==> config.mk <==
export PLATFORM = sky130hd
export DESIGN_NAME = crs_ctrl
export DESIGN_NICKNAME = d
export VERILOG_FILES = /design/src/sv/crs_pkg.sv /design/src/sv/crs_ctrl.sv
export SDC_FILE = /design/constraint.sdc
export NUM_CORES = 1
export LEC_CHECK = 0
export CAP_MARGIN = 20
export CELL_PAD_IN_SITES_DETAIL_PLACEMENT = 1
export CELL_PAD_IN_SITES_GLOBAL_PLACEMENT = 1
export CORE_MARGIN = 2
export CORE_UTILIZATION = 50
export CTS_BUF_LIST = sky130_fd_sc_hd__clkbuf_4
export CTS_CLUSTER_SIZE = 20
export DETAILED_ROUTE_END_ITERATION = 6
export DONT_BUFFER_PORTS = 1
export PLACE_DENSITY_LB_ADDON = 0.15
export REMOVE_ABC_BUFFERS = 1
export SLEW_MARGIN = 20
export SYNTH_ARGS = -nofsm -noshare
export SYNTH_HDL_FRONTEND = slang
export SYNTH_SLANG_ARGS = --single-unit
==> constraint.sdc <==
create_clock -name clk -period 3.5 [get_ports clk]
set_clock_uncertainty 0.1 [all_clocks]
set_input_delay 0.175 -clock clk [delete_from_list [all_inputs] [get_ports clk]]
set_output_delay 0.175 -clock clk [all_outputs]
set_load 0.05 [all_outputs]
==> src/sv/crs_pkg.sv <==
package crs_pkg;

  localparam int COORD_BITS_DEF  = 16;
  localparam int MAX_SAMPLES_DEF = 64;

  localparam int T_FRAC   = 16;
  localparam int ACC_FRAC = 10;
  localparam int OUT_SHIFT = 3;

  localparam int TSTEP_W = 16;
  localparam logic [TSTEP_W-1:0] TSTEP_RESET = 16'd1024;

  localparam int SAMPLE_W    = 26;
  localparam int OUT_TDATA_W = ((2 * SAMPLE_W + 7) / 8) * 8;
  localparam int OUT_MAX     = 33554431;
  localparam int OUT_MIN     = -33554432;

  localparam logic [1:0] WIN_FULL = 2'd3;

  typedef struct packed {
    logic              wr;
    logic [1:0]        wr_idx;
    logic              shift;
    logic              issue;
    logic              last;
    logic [T_FRAC-1:0] t;
  } crs_cmd_t;

  typedef struct packed {
    logic en;
    logic busy;
  } crs_sts_t;

  typedef enum logic [2:0] {
    S_IDLE  = 3'b001,
    S_RUN   = 3'b010,
    S_DRAIN = 3'b100
  } crs_state_t;

endpackage

==> src/sv/crs_ctrl.sv <==
module crs_ctrl #(
  parameter int MAX_SAMPLES = crs_pkg::MAX_SAMPLES_DEF
) (
  input  logic                         clk,
  input  logic                         rst_n,
  input  logic                         in_tvalid,
  output logic                         in_tready,
  input  logic                         in_restart,
  input  logic                         cfg_valid,
  output logic                         cfg_ready,
  input  logic [crs_pkg::TSTEP_W-1:0]  cfg_data,
  output crs_pkg::crs_cmd_t            cmd,
  input  crs_pkg::crs_sts_t            sts
);
  import crs_pkg::*;

  localparam int MIN_STEP = (2 ** T_FRAC + MAX_SAMPLES - 1) / MAX_SAMPLES;
  localparam logic [T_FRAC:0] MIN_STEP_V = (T_FRAC + 1)'(MIN_STEP);

  crs_state_t           state_r, state_nxt;
  logic [1:0]           held_r, held_nxt;
  logic [T_FRAC-1:0]    t_r, t_nxt;
  logic [TSTEP_W-1:0]   tstep_r, tstep_nxt;

  logic [1:0]           eff_held;
  logic                 full;
  logic                 acc;
  logic [T_FRAC:0]      step_eff;
  logic [T_FRAC:0]      sum;

  assign in_tready = (state_r == S_IDLE);
  assign cfg_ready = 1'b1;

  always_comb begin
    state_nxt = state_r;
    held_nxt  = held_r;
    t_nxt     = t_r;
    tstep_nxt = tstep_r;
    cmd       = '0;

    eff_held = in_restart ? 2'd0 : held_r;
    full     = (eff_held == WIN_FULL);
    acc      = in_tvalid && in_tready;
    step_eff = ({1'b0, tstep_r} < MIN_STEP_V) ? MIN_STEP_V : {1'b0, tstep_r};
    sum      = {1'b0, t_r} + step_eff;

    cmd.wr_idx = eff_held;
    cmd.t      = t_r;

    if (cfg_valid) begin
      tstep_nxt = cfg_data;
    end

    case (state_r)
      S_IDLE: begin
        if (acc) begin
          if (full) begin
            cmd.shift = 1'b1;
            t_nxt     = '0;
            state_nxt = S_RUN;
          end else begin
            cmd.wr   = 1'b1;
            held_nxt = eff_held + 2'd1;
          end
        end
      end
      S_RUN: begin
        cmd.issue = 1'b1;
        cmd.last  = sum[T_FRAC];
        if (sts.en) begin
          t_nxt = sum[T_FRAC-1:0];
          if (sum[T_FRAC]) begin
            state_nxt = S_DRAIN;
          end
        end
      end
      S_DRAIN: begin
        if (!sts.busy) begin
          state_nxt = S_IDLE;
        end
      end
      default: begin
        state_nxt = S_IDLE;
      end
    endcase
  end

  always_ff @(posedge clk) begin
    if (!rst_n) begin
      state_r <= S_IDLE;
      held_r  <= '0;
      t_r     <= '0;
      tstep_r <= TSTEP_RESET;
    end else begin
      state_r <= state_nxt;
      held_r  <= held_nxt;
      t_r     <= t_nxt;
      tstep_r <= tstep_nxt;
    end
  end

endmodule

==> impl_metrics.csv <==
group,metric,value,unit
cts,clkSinkCount,37,
setup_path,cp_common_cell,"buf_4",
logic_synthesis,yosysSeqAreaShare,0.323,
timing,slew_violations,0,
die,dieArea,0.00515,mm²
setup_path,crit_chain,"nor4_4 -> nand2_2 -> buf_4 -> and2_1 -> ha_1 -> a21oi_1 -> o21a_1 -> o31a_1 -> o21ai_2 -> a21oi_2 -> nor3_1 -> buf_4",
final_layout,layout_commonest_cell,"dfxtp_1",
min_path,min_path_type,"input pin to flip-flop",
setup_path,critical_path.top_delay_family,"compound AO/OA/AOI/OAI gates",
final_layout,final_layout_size_suffix_gt1_frac,0.161,
setup_path,reg2reg_from,"tstep_r[15]",
setup_path,critPathLaunchType,"flip-flop",
drt,num_vias,2186,
placement,placed_cell_area,0.00235,mm²
pwr,p_seq_frac,0.522,
final_layout,nNetsFinal,332,
setup_path,path_buf_inv,2,
setup_path,critPathSlowestCell,"dfxtp_2",
final_layout,n_antenna_cell,0,
logic_synthesis,ys.warnings.count,0,
pwr,p_leak,1.16,nW
setup_path,required,3.22,ns
setup_path,endpoint_kind,"primary output",
die,start_util,0.523,
setup_path,rrSetupSlack,0.40,ns
setup_path,rr_worst_depth,11,
final_layout,most-common-layout-cells,"35 x dfxtp_1, 34 x dlygate4sd3_1, 23 x nor2b_1",
logic_synthesis,synth_seq_cells,37,
cts,cts_root_buf,"clkbuf_4",
logic_synthesis,yosysTopAreaCell,"dfxtp_1",
drt,drtPass1Iterations,4,
drt,routedWlPerCell,24.7,µm
cts,clk_pin_slew_worst_paths,0.13,ns
logic_synthesis,synth_top_cell_area_share,0.323,
timing,slew_headroom,0.391,
die,dieHeight,71.7,µm
setup_path,critPathMaxStageDelay,0.37,ns
final_layout,final_core_util,0.652,
pwr,comb_power_share,0.170,
drt,drcViolationCount,0,
placement,post-dp-hpwl,4380,µm
setup_path,critPathMaxFanout,5,
pwr,swShare,0.303,
cts,clk_latency,0.39,ns
cts,clock_path_buffers,2,
drt,viasPerCell,6.35,
placement,numPortBuffers,0,
timing,hold-worst-slack,0.0179,ns
setup_path,crit_path_end,"cmd[16]",
pwr,intPower,595,µW
final_layout,final_area,0.00286,mm²
setup_path,startpoint,"tstep_r[15]",
logic_synthesis,synthesis.area,0.00229,mm²
setup_path,r2r-end,"t_r[14]",
logic_synthesis,synthTopCellsByArea,"dfxtp_1 32%, ha_1 9.3%, mux2i_1 7.0%, nor2b_1 6.3%, xnor2_1 3.8%",
pwr,net-switching-power,258,µW
placement,gp_congestion,0.838,
die,fp.coreArea,0.00438,mm²
final_layout,n_fill_cell,470,
final_layout,fin_cells,344,
logic_synthesis,yosys.cell_types.count,54,
logic_synthesis,syn-instance-count,251,
pwr,power,853,µW
timing,fmax,288,MHz
die,ios,47,
logic_synthesis,synth_area_per_cell,9.14,µm²
timing,setup_viol,0,
final_layout,area_growth,24.5,%
die,num_rows,24,
global_route,grt_pass1_wl,12100,µm
pwr,clkPwrFrac,0.307,
global_route,grt_pass1_vias,2221,
global_route,antenna_found_initial,0,
setup_path,crit_arrival,3.19,ns
outcome,status,"complete, no violations",
placement,placed_cells,296,
timing,hold_viol_final,0,
drt,ant_nets,0,
cts,cts_tree,"yes",
timing,period_minus_slack,3.47,ns
global_route,overflow,0,
global_route,track_usage,0.313,
run,drv_cap,0,
timing,period_share,0.991,
pwr,power_density,299,mW/mm²
cts,cts_buffers,5,
timing,tightest_slew,0.911,ns
cts,h-tree-depth,2,
pwr,ir_drop,288,µV
drt,wl,8510,µm
setup_path,critPathKind,"flip-flop to primary output",
drt,drt_iter0_markers,181,
die,die_w,71.7,µm
global_route,grt_max_degree,31,
setup_path,cp.depth,12,
[flip-flops by register name, indices dropped and copies added (netlist names)]
signal   count
held_r       2
tstep_r     16
t_r         16
state_r      3
[cells by family after synthesis]
group / share of synthesized area
AOI/OAI and AO/OA: 0.217
xor gates and xnor gates: 0.0496
adders and majority gates: 0.101
buffers and inverters: 0.0403
DFF: 0.323
muxes: 0.0698
other: 0.00163
and+or+nand+nor: 0.197
[power groups by stage]
stage | Clock, mW | Sequential (mW) | Combinational [mW]
after global placement | 0 | 0.450 | 0.0817
after CTS | 0.253 | 0.441 | 0.128
after floorplan | 0 | 0.447 | 0.0701
after detailed placement | 0 | 0.450 | 0.0844
final | 0.262 | 0.445 | 0.145
after global routing | 0.275 | 0.446 | 0.155
[layer usage]
| metal | vias to the layer above | global-route usage | share of wire |
|---|---|---|---|
| met5 | - | 0 | 0 |
| met3 | 23 | 0.0970 | 0.066 |
| li1 | 979 | - | - |
| met4 | 0 | 0.132 | 0.026 |
| met1 | 1091 | 0.396 | 0.42 |
| met2 | 93 | 0.494 | 0.49 |
[area by class of cell]
cell class,instances,area (µm²),share of cell area
timing repair buffer,49,453,0.159
clock inverter,2,15.0,0.00526
clock buffer,6,45.0,0.0158
inverter,4,15.0,0.00526
tap,52,65.1,0.0228
multi-input combinational,194,1520,0.532
sequential,37,743,0.260
[synthesized netlist by cell type, drive strengths merged]
cell type  count
o31ai          1
nor3           2
o31a           1
o21a           1
dfxtp         37
nand2b         2
o21ai         10
a21boi         1
nand3b         1
conb           1
o2bb2ai        9
nand4b         1
a31oi          2
ha            17
nor4           1
nand4          2
buf            5
fa             1
a41o           1
inv            4
o21bai         2
o211ai         3
a211oi         1
mux2i         16
nor2           6
o211a          1
a21oi         19
o22ai          1
nand3          6
nor3b          1
a21o           4
and2          13
a32o           1
a221oi         2
nand2         19
clkbuf        11
a41oi          1
xnor2         10
nor2b         23
a22oi          6
xor2           3
and3           2
[stage by stage]
stage	TNS [ns]	setup slack, ns
2_1_floorplan	0	0.163
3_3_place_gp	0	0.403
3_5_place_dp	0	0.273
4_1_cts	0	0.00183
5_1_grt	-0.0655	-0.0655
6_report	0	0.0315
[worst min-delay path by stage]
| stage | cells after the start | start | end |
|---|---|---|---|
| global route | 2 | rst_n | t_r[14] |
| floorplan | 1 | rst_n | tstep_r[10] |
| global placement | 1 | rst_n | tstep_r[10] |
| CTS | 2 | rst_n | t_r[15] |
| finish | 2 | rst_n | t_r[13] |
| detailed placement | 1 | rst_n | tstep_r[10] |
[what timing repair did]
item,4_1_cts,5_1_grt
endpoints found under the hold margin,28,0
setup buffers,1,5
hold buffers,34,0
pin swaps,2,5
setup endpoints to repair,1,1
gates resized for setup,2,10
gates cloned,0,0
[worst register-to-register path, cell delays in order (launching register included)]
cell and delay [ns]:
dfxtp_2 0.37, nor4_4 0.27, nand2_2 0.14, buf_4 0.16, and2_1 0.18, ha_1 0.37
a21oi_1 0.35, o211ai_1 0.18, a221oi_2 0.38, o21ai_1 0.17, xnor2_1 0.22, o2bb2ai_1 0.09
(Power assumes the default switching activity.)
